## src/design/psbsd_pkg.sv

```systemverilog
package psbsd_pkg;

    localparam int COORD_W  = 32;
    localparam int RADIUS_W = 31;
    localparam int DIMS_W   = 2;
    localparam int AXES     = 3;
    localparam int AXIS_W   = 2;
    localparam int SQ_W     = 2 * COORD_W;

    // dimensions register codes
    localparam logic [DIMS_W-1:0] DIMS_PLANAR = 2'd2;
    localparam logic [DIMS_W-1:0] DIMS_RESET  = 2'd3;

    // axis indexes
    localparam logic [AXIS_W-1:0] AXIS_X = 2'd0;
    localparam logic [AXIS_W-1:0] AXIS_Y = 2'd1;
    localparam logic [AXIS_W-1:0] AXIS_Z = 2'd2;

    localparam int QUEUE_DEPTH_DEF = 2;

    // first trial bit of the square root (bit 62)
    localparam logic [SQ_W-1:0] ROOT_BIT_INIT = SQ_W'(1) << (SQ_W - 2);

    // largest Q16.16 value, at the width of the distance difference
    localparam logic signed [COORD_W+1:0] DIST_LIMIT = 34'sh0_7FFF_FFFF;
    localparam logic [COORD_W-1:0]        DIST_SAT   = 32'h7FFF_FFFF;

    typedef logic [COORD_W-1:0] coord_t;

    // one finished set, handed from the front to the back
    typedef struct packed {
        coord_t [AXES-1:0]   lo;
        coord_t [AXES-1:0]   hi;
        coord_t [AXES-1:0]   ctr;
        logic [RADIUS_W-1:0] radius;
        logic                planar;
    } psbsd_job_t;

    // queue fill status
    typedef struct packed {
        logic full;
        logic empty;
    } psbsd_q_status_t;

    typedef enum logic [2:0] {
        BK_IDLE,
        BK_GAP,
        BK_MUL,
        BK_ACC,
        BK_ROOT,
        BK_FIN
    } psbsd_bk_state_t;

endpackage

```

## src/design/psbsd_front.sv

```systemverilog
module psbsd_front
    import psbsd_pkg::*;
(
    input  logic                aclk,
    input  logic                aresetn,
    input  logic                s_valid,
    output logic                s_ready,
    input  coord_t              s_point_x,
    input  coord_t              s_point_y,
    input  coord_t              s_point_z,
    input  coord_t              s_center_x,
    input  coord_t              s_center_y,
    input  coord_t              s_center_z,
    input  logic [RADIUS_W-1:0] s_radius,
    input  logic                s_last,
    input  logic                cfg_wr_en,
    input  logic [DIMS_W-1:0]   cfg_wr_data,
    input  psbsd_q_status_t     q_status,
    output logic                push,
    output psbsd_job_t          push_job
);

    coord_t            pt [AXES];
    coord_t            lo_reg [AXES];
    coord_t            hi_reg [AXES];
    coord_t            lo_next [AXES];
    coord_t            hi_next [AXES];
    logic              empty_reg;
    logic [DIMS_W-1:0] dims_reg;
    logic              accept;

    assign pt[AXIS_X] = s_point_x;
    assign pt[AXIS_Y] = s_point_y;
    assign pt[AXIS_Z] = s_point_z;

    // points are taken while the set queue has room
    assign s_ready = !q_status.full;
    assign accept  = s_valid && s_ready;
    assign push    = accept && s_last;

    // running box including the current point
    always_comb begin
        for (int i = 0; i < AXES; i++) begin
            lo_next[i] = (empty_reg || ($signed(pt[i]) < $signed(lo_reg[i]))) ? pt[i] : lo_reg[i];
            hi_next[i] = (empty_reg || ($signed(pt[i]) > $signed(hi_reg[i]))) ? pt[i] : hi_reg[i];
        end
    end

    // finished set for the back end
    always_comb begin
        for (int i = 0; i < AXES; i++) begin
            push_job.lo[i] = lo_next[i];
            push_job.hi[i] = hi_next[i];
        end
        push_job.ctr[AXIS_X] = s_center_x;
        push_job.ctr[AXIS_Y] = s_center_y;
        push_job.ctr[AXIS_Z] = s_center_z;
        push_job.radius      = s_radius;
        push_job.planar      = (dims_reg == DIMS_PLANAR);
    end

    // control: set-empty flag and mode register
    always_ff @(posedge aclk) begin
        if (!aresetn) begin
            empty_reg <= 1'b1;
            dims_reg  <= DIMS_RESET;
        end else begin
            if (cfg_wr_en) begin
                dims_reg <= cfg_wr_data;
            end
            if (accept) begin
                empty_reg <= s_last;
            end
        end
    end

    // box corners
    always_ff @(posedge aclk) begin
        if (accept) begin
            for (int i = 0; i < AXES; i++) begin
                lo_reg[i] <= lo_next[i];
                hi_reg[i] <= hi_next[i];
            end
        end
    end

endmodule

```

## src/design/psbsd_queue.sv

```systemverilog
module psbsd_queue
    import psbsd_pkg::*;
#(
    parameter int DEPTH = QUEUE_DEPTH_DEF
) (
    input  logic            aclk,
    input  logic            aresetn,
    input  logic            push,
    input  psbsd_job_t      push_job,
    input  logic            pop,
    output psbsd_job_t      head,
    output psbsd_q_status_t status
);

    localparam int PTR_W = (DEPTH > 1) ? $clog2(DEPTH) : 1;
    localparam int CNT_W = $clog2(DEPTH + 1);

    psbsd_job_t       slot_reg [DEPTH];
    logic [PTR_W-1:0] wr_ptr_reg;
    logic [PTR_W-1:0] rd_ptr_reg;
    logic [CNT_W-1:0] cnt_reg;
    logic             do_push;
    logic             do_pop;

    assign status.full  = (cnt_reg == CNT_W'(DEPTH));
    assign status.empty = (cnt_reg == '0);
    assign do_push      = push && !status.full;
    assign do_pop       = pop && !status.empty;
    assign head         = slot_reg[rd_ptr_reg];

    function automatic logic [PTR_W-1:0] ptr_inc(input logic [PTR_W-1:0] p);
        ptr_inc = (p == PTR_W'(DEPTH - 1)) ? '0 : p + 1'b1;
    endfunction

    // pointers and fill count
    always_ff @(posedge aclk) begin
        if (!aresetn) begin
            wr_ptr_reg <= '0;
            rd_ptr_reg <= '0;
            cnt_reg    <= '0;
        end else begin
            if (do_push) begin
                wr_ptr_reg <= ptr_inc(wr_ptr_reg);
            end
            if (do_pop) begin
                rd_ptr_reg <= ptr_inc(rd_ptr_reg);
            end
            if (do_push && !do_pop) begin
                cnt_reg <= cnt_reg + 1'b1;
            end else if (do_pop && !do_push) begin
                cnt_reg <= cnt_reg - 1'b1;
            end
        end
    end

    // entries
    always_ff @(posedge aclk) begin
        if (do_push) begin
            slot_reg[wr_ptr_reg] <= push_job;
        end
    end

endmodule

```

## src/design/psbsd_back.sv

```systemverilog
module psbsd_back
    import psbsd_pkg::*;
(
    input  logic            aclk,
    input  logic            aresetn,
    input  psbsd_job_t      head,
    input  psbsd_q_status_t q_status,
    output logic            pop,
    output logic            m_valid,
    input  logic            m_ready,
    output coord_t          m_distance,
    output coord_t          m_box_min_x,
    output coord_t          m_box_min_y,
    output coord_t          m_box_min_z,
    output coord_t          m_box_max_x,
    output coord_t          m_box_max_y,
    output coord_t          m_box_max_z
);

    psbsd_bk_state_t state_reg, state_next;

    logic [AXIS_W-1:0] axis_reg;
    coord_t            d_reg;
    logic [SQ_W-1:0]   sq_reg;
    logic [SQ_W-1:0]   op_reg;
    logic [SQ_W-1:0]   res_reg;
    logic [SQ_W-1:0]   bit_reg;
    logic              over_reg;
    logic              m_valid_reg;

    coord_t                   dist_reg;
    coord_t                   min_x_reg, min_y_reg, min_z_reg;
    coord_t                   max_x_reg, max_y_reg, max_z_reg;

    logic signed [COORD_W:0]   gap_a, gap_b, gap_m;
    coord_t                    d_next;
    logic [SQ_W:0]             acc_sum;
    logic [SQ_W-1:0]           root_try;
    logic                      root_ge;
    logic signed [COORD_W+1:0] dist_full;
    coord_t                    dist_next;
    logic [AXIS_W-1:0]         last_axis;
    logic                      axis_last;
    logic                      out_free;

    logic start, gap_en, mul_en, acc_en, root_en, fin_load;

    assign last_axis = head.planar ? AXIS_Y : AXIS_Z;
    assign axis_last = (axis_reg == last_axis);
    assign out_free  = !m_valid_reg || m_ready;

    // per-axis gap: max(center - max, min - center, 0)
    always_comb begin
        gap_a  = $signed({head.ctr[axis_reg][COORD_W-1], head.ctr[axis_reg]})
               - $signed({head.hi[axis_reg][COORD_W-1], head.hi[axis_reg]});
        gap_b  = $signed({head.lo[axis_reg][COORD_W-1], head.lo[axis_reg]})
               - $signed({head.ctr[axis_reg][COORD_W-1], head.ctr[axis_reg]});
        gap_m  = (gap_b > gap_a) ? gap_b : gap_a;
        d_next = gap_m[COORD_W] ? '0 : gap_m[COORD_W-1:0];
    end

    // sum of squares, carry flags a sum at or above 2^64
    assign acc_sum = {1'b0, op_reg} + {1'b0, sq_reg};

    // one bit of the integer square root per cycle
    assign root_try = res_reg + bit_reg;
    assign root_ge  = (op_reg >= root_try);

    // norm minus radius, saturated high
    always_comb begin
        dist_full = $signed({2'b00, res_reg[COORD_W-1:0]}) - $signed({3'b000, head.radius});
        dist_next = (over_reg || (dist_full > DIST_LIMIT)) ? DIST_SAT : dist_full[COORD_W-1:0];
    end

    // next state
    always_comb begin
        state_next = state_reg;
        unique case (state_reg)
            BK_IDLE: if (!q_status.empty) state_next = BK_GAP;
            BK_GAP:  state_next = BK_MUL;
            BK_MUL:  state_next = BK_ACC;
            BK_ACC:  state_next = axis_last ? BK_ROOT : BK_GAP;
            BK_ROOT: if (bit_reg[0]) state_next = BK_FIN;
            BK_FIN:  if (out_free) state_next = BK_IDLE;
            default: state_next = BK_IDLE;
        endcase
    end

    // state outputs
    always_comb begin
        start    = 1'b0;
        gap_en   = 1'b0;
        mul_en   = 1'b0;
        acc_en   = 1'b0;
        root_en  = 1'b0;
        fin_load = 1'b0;
        unique case (state_reg)
            BK_IDLE: start    = !q_status.empty;
            BK_GAP:  gap_en   = 1'b1;
            BK_MUL:  mul_en   = 1'b1;
            BK_ACC:  acc_en   = 1'b1;
            BK_ROOT: root_en  = 1'b1;
            BK_FIN:  fin_load = out_free;
            default: start    = 1'b0;
        endcase
    end

    assign pop = fin_load;

    // control
    always_ff @(posedge aclk) begin
        if (!aresetn) begin
            state_reg   <= BK_IDLE;
            m_valid_reg <= 1'b0;
        end else begin
            state_reg <= state_next;
            if (fin_load) begin
                m_valid_reg <= 1'b1;
            end else if (m_ready) begin
                m_valid_reg <= 1'b0;
            end
        end
    end

    // datapath
    always_ff @(posedge aclk) begin
        if (start) begin
            axis_reg <= AXIS_X;
            op_reg   <= '0;
            over_reg <= 1'b0;
        end
        if (gap_en) begin
            d_reg <= d_next;
        end
        if (mul_en) begin
            sq_reg <= d_reg * d_reg;
        end
        if (acc_en) begin
            op_reg   <= acc_sum[SQ_W-1:0];
            over_reg <= over_reg | acc_sum[SQ_W];
            axis_reg <= axis_reg + 1'b1;
            if (axis_last) begin
                res_reg <= '0;
                bit_reg <= ROOT_BIT_INIT;
            end
        end
        if (root_en) begin
            if (root_ge) begin
                op_reg  <= op_reg - root_try;
                res_reg <= (res_reg >> 1) + bit_reg;
            end else begin
                res_reg <= res_reg >> 1;
            end
            bit_reg <= bit_reg >> 2;
        end
        if (fin_load) begin
            dist_reg  <= dist_next;
            min_x_reg <= head.lo[AXIS_X];
            min_y_reg <= head.lo[AXIS_Y];
            min_z_reg <= head.planar ? '0 : head.lo[AXIS_Z];
            max_x_reg <= head.hi[AXIS_X];
            max_y_reg <= head.hi[AXIS_Y];
            max_z_reg <= head.planar ? '0 : head.hi[AXIS_Z];
        end
    end

    assign m_valid     = m_valid_reg;
    assign m_distance  = dist_reg;
    assign m_box_min_x = min_x_reg;
    assign m_box_min_y = min_y_reg;
    assign m_box_min_z = min_z_reg;
    assign m_box_max_x = max_x_reg;
    assign m_box_max_y = max_y_reg;
    assign m_box_max_z = max_z_reg;

endmodule

```

## src/design/point_set_box_sphere_distance.sv

```systemverilog
// Channel   Direction  Handshake         Request contents
// s_*       in         s_valid/s_ready   point, sphere center, radius, last flag
// m_*       out        m_valid/m_ready   distance, box min and max corners
// cfg_*     in         cfg_wr_en         dimensions register (2 = planar)
//
// Points are taken one per cycle while the set queue has room; the box is updated as each point is taken.
// In the back end, each axis of a set passes through gap, multiply and accumulate
// steps on one 32x32 multiplier (x and y only in planar mode), then 32 root iterations.
// Finished sets wait in a small queue; s_ready drops only when it is full.
// Reset is synchronous, active low; it clears the set, the queue and m_valid.
module point_set_box_sphere_distance
    import psbsd_pkg::*;
#(
    parameter int QUEUE_DEPTH = QUEUE_DEPTH_DEF
) (
    input  logic                aclk,
    input  logic                aresetn,
    input  logic                s_valid,
    output logic                s_ready,
    input  coord_t              s_point_x,
    input  coord_t              s_point_y,
    input  coord_t              s_point_z,
    input  coord_t              s_center_x,
    input  coord_t              s_center_y,
    input  coord_t              s_center_z,
    input  logic [RADIUS_W-1:0] s_radius,
    input  logic                s_last,
    output logic                m_valid,
    input  logic                m_ready,
    output coord_t              m_distance,
    output coord_t              m_box_min_x,
    output coord_t              m_box_min_y,
    output coord_t              m_box_min_z,
    output coord_t              m_box_max_x,
    output coord_t              m_box_max_y,
    output coord_t              m_box_max_z,
    input  logic                cfg_wr_en,
    input  logic [DIMS_W-1:0]   cfg_wr_data
);

    psbsd_q_status_t q_status;
    psbsd_job_t      push_job;
    psbsd_job_t      head;
    logic            push;
    logic            pop;

    psbsd_front u_front (
        .aclk        (aclk),
        .aresetn     (aresetn),
        .s_valid     (s_valid),
        .s_ready     (s_ready),
        .s_point_x   (s_point_x),
        .s_point_y   (s_point_y),
        .s_point_z   (s_point_z),
        .s_center_x  (s_center_x),
        .s_center_y  (s_center_y),
        .s_center_z  (s_center_z),
        .s_radius    (s_radius),
        .s_last      (s_last),
        .cfg_wr_en   (cfg_wr_en),
        .cfg_wr_data (cfg_wr_data),
        .q_status    (q_status),
        .push        (push),
        .push_job    (push_job)
    );

    psbsd_queue #(
        .DEPTH (QUEUE_DEPTH)
    ) u_queue (
        .aclk     (aclk),
        .aresetn  (aresetn),
        .push     (push),
        .push_job (push_job),
        .pop      (pop),
        .head     (head),
        .status   (q_status)
    );

    psbsd_back u_back (
        .aclk        (aclk),
        .aresetn     (aresetn),
        .head        (head),
        .q_status    (q_status),
        .pop         (pop),
        .m_valid     (m_valid),
        .m_ready     (m_ready),
        .m_distance  (m_distance),
        .m_box_min_x (m_box_min_x),
        .m_box_min_y (m_box_min_y),
        .m_box_min_z (m_box_min_z),
        .m_box_max_x (m_box_max_x),
        .m_box_max_y (m_box_max_y),
        .m_box_max_z (m_box_max_z)
    );

endmodule

```

## config.mk

```make
export PLATFORM = sky130hd
export DESIGN_NAME = point_set_box_sphere_distance
export DESIGN_NICKNAME = d
export VERILOG_FILES = /design/src/design/psbsd_pkg.sv /design/src/design/psbsd_front.sv /design/src/design/psbsd_queue.sv /design/src/design/psbsd_back.sv /design/src/design/point_set_box_sphere_distance.sv
export SDC_FILE = /design/constraint.sdc
export NUM_CORES = 2
export LEC_CHECK = 0
export BUFFER_PORTS_ARGS = -buffer_cell sky130_fd_sc_hd__clkbuf_2
export CORE_UTILIZATION = 36
export CTS_CLUSTER_DIAMETER = 100
export CTS_CLUSTER_SIZE = 24
export DETAILED_ROUTE_END_ITERATION = 8
export PLACE_DENSITY = 0.56
export RECOVER_POWER = 100
export SLEW_MARGIN = 20
export SYNTH_ARGS = -nofsm -noshare
export SYNTH_HDL_FRONTEND = slang
export SYNTH_SLANG_ARGS = --single-unit
```

## constraint.sdc

```tcl
create_clock -name aclk -period 27.6 [get_ports aclk]
set_input_delay 8.28 -clock aclk [delete_from_list [all_inputs] [get_ports aclk]]
set_output_delay 8.28 -clock aclk [all_outputs]
set_load 0.01 [all_outputs]
```

# After elaboration in Yosys (flattened, before gate mapping)
# Memories as Yosys holds them, arrays and structs flattened. A register that Yosys moved wholly into a read port is not among the register bits.
# Cells that the tools add are included.
# word_totals
in_bits,231
memories,3
ram_bits,832
elab_cells,142
out_inout_bits,226
reg_bits,525
# mem_list
memory,depth,width,read_ports,rd_ports_with_merged_regs,wr,line,text
u_queue.slot_reg,2,320,1,1,1,psbsd_queue.sv:18,psbsd_job_t slot_reg [DEPTH];
u_front.hi_reg,3,32,3,0,3,psbsd_front.sv:25,coord_t hi_reg [AXES];
u_front.lo_reg,3,32,3,0,3,psbsd_front.sv:24,coord_t lo_reg [AXES];
# classes
mux,52
n_reduce_logical,29
multipliers,1
eq_ne,11
bitwise,1
n_addsub,12
magnitude_cmp,10
# ops
op,count
$mux 64,8
$mux 32,9
$bmux 32 s2,3
$mux 62,2
$gt 32x32->1,3
$lt 32x32->1,3
$sub 32x32->33,2
$add 64x64->65,1
$add 63x63->64,1
$add 64x63->64,1
$ge 64x64->1,1
$mul 32x32->64,1
$sub 64x64->64,1
$mux 61,1
$gt 34x32->1 const B,1
$gt 33x33->1,1
$mux 33,1
$sub 32x31->33,1
$mux 1,18
$pmux 3 s6,1
$mux 3,4
$mux 2,5
$reduce_bool 2->1,5
$logic_or 1x1->1,8
other kinds (18),34

# Depth between registers and ports, before layout
# logic_depth
word_depth,9
ltp_mapped,35
mapped_depth_nobuf,31

# Cells and area by module
# Synthesis repeated with hierarchy kept, for this count alone.
# hier_totals
cells_unflattened,9632
area_unflattened_um2,106465.9
# modules_own_cells
module,n_inst,area_per_inst_um2,cells_per_inst,seq_area_each_um2
psbsd_back,1,64790.9,6930,13903.3
psbsd_queue,1,24863.8,1021,19318.5
psbsd_front,1,16811.1,1681,5825.6

# Worst setup path before layout
# OpenSTA, ideal clock, no wires.
# synth_path
kind,input -> register
start,input port s_valid
end,register u_queue.wr_ptr_reg
t_required_ns,27.480
setup_ns,0.120
path_buffers,0
arrival_ns,27.794
stages,4
slack_ns,-0.314
path_cell_list,and2_1 > nand2_1 > nor2_1 > o21a_1
# synth_between
elab_chain_len,3
# synth_rtl
item,line,text
"start, declared",point_set_box_sphere_distance.sv:18,"input logic s_valid,"
$logic_and 1x1->1,psbsd_front.sv:38,assign accept = s_valid && s_ready;
$logic_and 1x1->1,psbsd_front.sv:39,assign push = accept && s_last;
$logic_and 1x1->1,psbsd_queue.sv:27,assign do_push = push && !status.full;
"end signal, assigned",psbsd_queue.sv:43,wr_ptr_reg <= ptr_inc(wr_ptr_reg);
"end, declared",psbsd_queue.sv:19,logic [PTR_W-1:0] wr_ptr_reg;
# Every way passes these cells.
# A chain may end at the register's enable or synchronous reset.

# Worst setup path in the final report
# layout_path
start,input port m_ready
end,"register u_back.max_y_reg[1] (netlist: u_back.m_box_max_y[1]), enable pin"
# layout_between
elab_chain_len,2
# layout_rtl
item,line,text
"start, declared",point_set_box_sphere_distance.sv:29,"input logic m_ready,"
$logic_or 1x1->1,psbsd_back.sv:50,assign out_free = !m_valid_reg || m_ready;
$mux 1,psbsd_back.sv:97,unique case (state_reg)
net pop,point_set_box_sphere_distance.sv:45,logic pop;
"end signal, assigned",psbsd_back.sv:162,max_y_reg <= head.hi[AXIS_Y];
"end, declared",psbsd_back.sv:33,"coord_t max_x_reg, max_y_reg, max_z_reg;"
# The timed path passes the listed nets, and every way through them passes these cells.

==> summary.md <==
| Metric | Value |
|---|---|
| Status | complete, but fails checks |
| Violated checks | max-capacitance violations, max-slew violations |
| Fill count | ~27k |
| Routed vias | between 60k and 70k |
| Crit path required time | 27.71 ns |
| Layout Nets | around 11k |
| Skew-Pair Late Insertion Delay | slightly below 0.8 ns |
| Top cells by count, synth | inv_1 (1288), edfxtp_1 (1249), ha_1 (807) |
| CP Launch Type | primary input |
| WL/cell | around 23 µm |
| Routed wire length | between 200000 and 300000 µm |
| Clock skew | 0.07464 ns |
| Routed Antenna Nets | 0 |
| Dpl cell area | approximately 110000 µm² |
| Number of global-route vias before repair | around 71k |
| Crit. End Element | register |
| TritonCTS Buffers | 73 |
| Syn Inst Count | 9047 |
| Mapped Nets | 10.88k |
| Most used DFF post-synth | edfxtp_1 |
| Fin crit share | 68.92% |
| Clock Path Buffers | 3 |
| Post_cts resized | 0 |
| Top cell type's share of synthesized area | 37.30% |
| H-Tree Depth | 3 |
| Max cap viols | 37 |
| Asr flop ratio synth | 0% |
| RSZ-0062 raised after global routing | false |
| Die area | about 280000 µm² |
| Slew Limit Fails | 1989 |
| Rel. slew slack | -555.9% |
| Crit path kind | in -> reg |
| PortBufs | 456 |
| Arrival @ worst endpoint | roughly 19 ns |
| Top cell type by total area after synthesis | edfxtp_1 |
| Yosys Warn Count | 0 |
| # DRC | 0 |
| Die W | approximately 530 µm |
| Number of synthesized flops with an enable pin | ~1.2k |
| Final Hold Fails | 0 |
| Initial DRC count | 4743 |
| Max reg flops | 640 |
| Sink Count | ~1.3k |
| Cell variety after synth | 83 |
| Synthesis-to-finish area growth | 7.994% |
| Worst-Margin Slew | 9.839 ns |
| HPWL after DPL | 227200 µm |
| Initial antenna violation count | between 60 and 70 |
| Syn Area/Cell | roughly 11 µm² |
| Final setup violation count | 0 |
| All-Layer GR Usage | approximately a fifth |
| Cts-stage hold buffer count | 0 |
| Worst-path fanout max | approximately 130 |
| First-pass iteration count of the detailed router | 7 |
| Clk slew on worst S/H paths | approximately 0.080 ns |
| Core area | around 280000 µm² |
| Top post-synthesis cells by area | edfxtp_1 (37%), fa_1 (16%), ha_1 (10%) |
| Fraction of layout cells with a size suffix above 1 | 4.064% |
| FP Rows | approximately 190 |
| CTS tree | built |
| First-pass GRT wire length | 443900 µm |
| Tmin final | about 19 ns |
| Top-level I/O count | approximately 460 |
| Most numerous cell in the Yosys netlist | inv_1 |
| DR vias/cell | between 5 and 6 |
| CTS root buf | clkbuf_16 |
| Final Cell Area | around 110000 µm² |
| Largest net degree at the start of global routing | around 150 |
| Setup Fix Bufs, Post-CTS | 0 |
| F_max | between 0.05 and 0.06 GHz |
| Netlist Area Pre-Place | ~100000 µm² |
| Die Y | 530.5 µm |
| Post-Route Setup TNS | 0 ns |
| Register area share after synthesis | approximately 39% |
| Synthesized flop and latch total | between 1k and 1.5k |
| Gr ovfl total | 0 |
| HP Class | reg -> reg |
| Placer Congestion | ~0.9 |
| Initial Utilization | between 30% and 40% |
==> logic make-up after synthesis <==
group | after synthesis | synth area share, %
AND/OR/NAND/NOR | 1927 | 9.206
adder cells (fa/ha/maj) | 1605 | 25.92
multiplexers | 493 | 5.709
AO/OA/AOI/OAI | 1649 | 10.57
XOR/XNOR | 420 | 3.659
flip-flops | 1326 | 38.84
buffers and inverters | 1627 | 6.099
==> final cells by class <==
class / instances / area (µm²) / share of cell area [%]
diodes: 18 / 45.04 / 0.04148
clock buffers: 80 / 1853 / 1.707
clock inverters: 24 / 377.9 / 0.3480
inverters: 1289 / 4838 / 4.456
multi-input cells: 6094 / 55420 / 51.04
flip-flops and latches: 1326 / 39050 / 35.96
well taps: 3705 / 4636 / 4.269
repair buffers: 538 / 2369 / 2.181
==> through the flow <==
| stage | hold WS (ns) | utilization, % | worst slack (ns) | std cells |
|---|---|---|---|---|
| 2_1_floorplan | 0.4332 | - | 5.052 | 9047 |
| 3_3_place_gp | 0.4578 | 38.61 | 14.92 | 12952 |
| 3_5_place_dp | 0.4534 | 38.61 | 14.91 | 12952 |
| 4_1_cts | 0.4721 | 39.42 | 15.74 | 13056 |
| 5_1_grt | 0.4910 | 39.15 | 7.780 | 13057 |
| 6_report | 0.4713 | 39.17 | 8.579 | 13074 |
==> critical path, cell delays in order <==
cell      delay (ns)
clkbuf_1        0.15
nand2b_1        0.17
nand2_1         0.12
nor2_4          0.11
clkbuf_1        1.83
clkbuf_1        2.07
clkbuf_1        6.08
==> metal layers <==
metal	global-route usage (%)	vias up	share of wire (%)	routed length (µm)
met5	0	-	0.20	595
met4	5.699	70	2.9	8539
met3	4.032	352	6.2	18200
met2	35.12	1774	48	141000
met1	27.08	34886	43	126100
li1	-	31827	-	-
==> cell usage in the layout, fill, tap and decap left out, drive strengths merged, types with 25 or more instances in the layout <==
cell type,synthesis,final
a21oi,488,488
and3,34,34
mux2,324,324
inv,1288,1298
ha,807,807
nand4,105,105
a221oi,65,65
a211oi,85,85
a31o,27,27
mux4,32,32
or3,25,25
o21bai,74,74
o21ai,312,312
fa,797,797
mux2i,137,137
o22a,31,31
and2,303,303
a21o,228,228
clkbuf,301,571
buf,37,47
edfxtp,1249,1249
xor2,188,188
o31ai,32,32
a31oi,87,87
xnor2,232,232
o211ai,28,28
nor2b,99,99
nand2b,55,55
nand2,618,618
nand3,83,83
nor2,470,470
dfxtp,77,77
nor3,49,49
o21a,57,57
==> final timing paths <==
check / depth (start not counted) / slack [ns] / end / start
min: 2 / 0.47 / u_front.dims_reg[0] / u_front.dims_reg[0]
min reg2reg: 2 / 0.47 / u_front.dims_reg[0] / u_front.dims_reg[0]
max: 7 / 8.58 / u_back.m_box_max_y[1] / m_ready
max reg2reg: 28 / 9.69 / u_back.d_reg[24] / u_back.axis_reg[1]
Power is left out: the tool's default activity adds up to more than one toggle a clock period on the data nets, which glitch-free logic cannot reach.
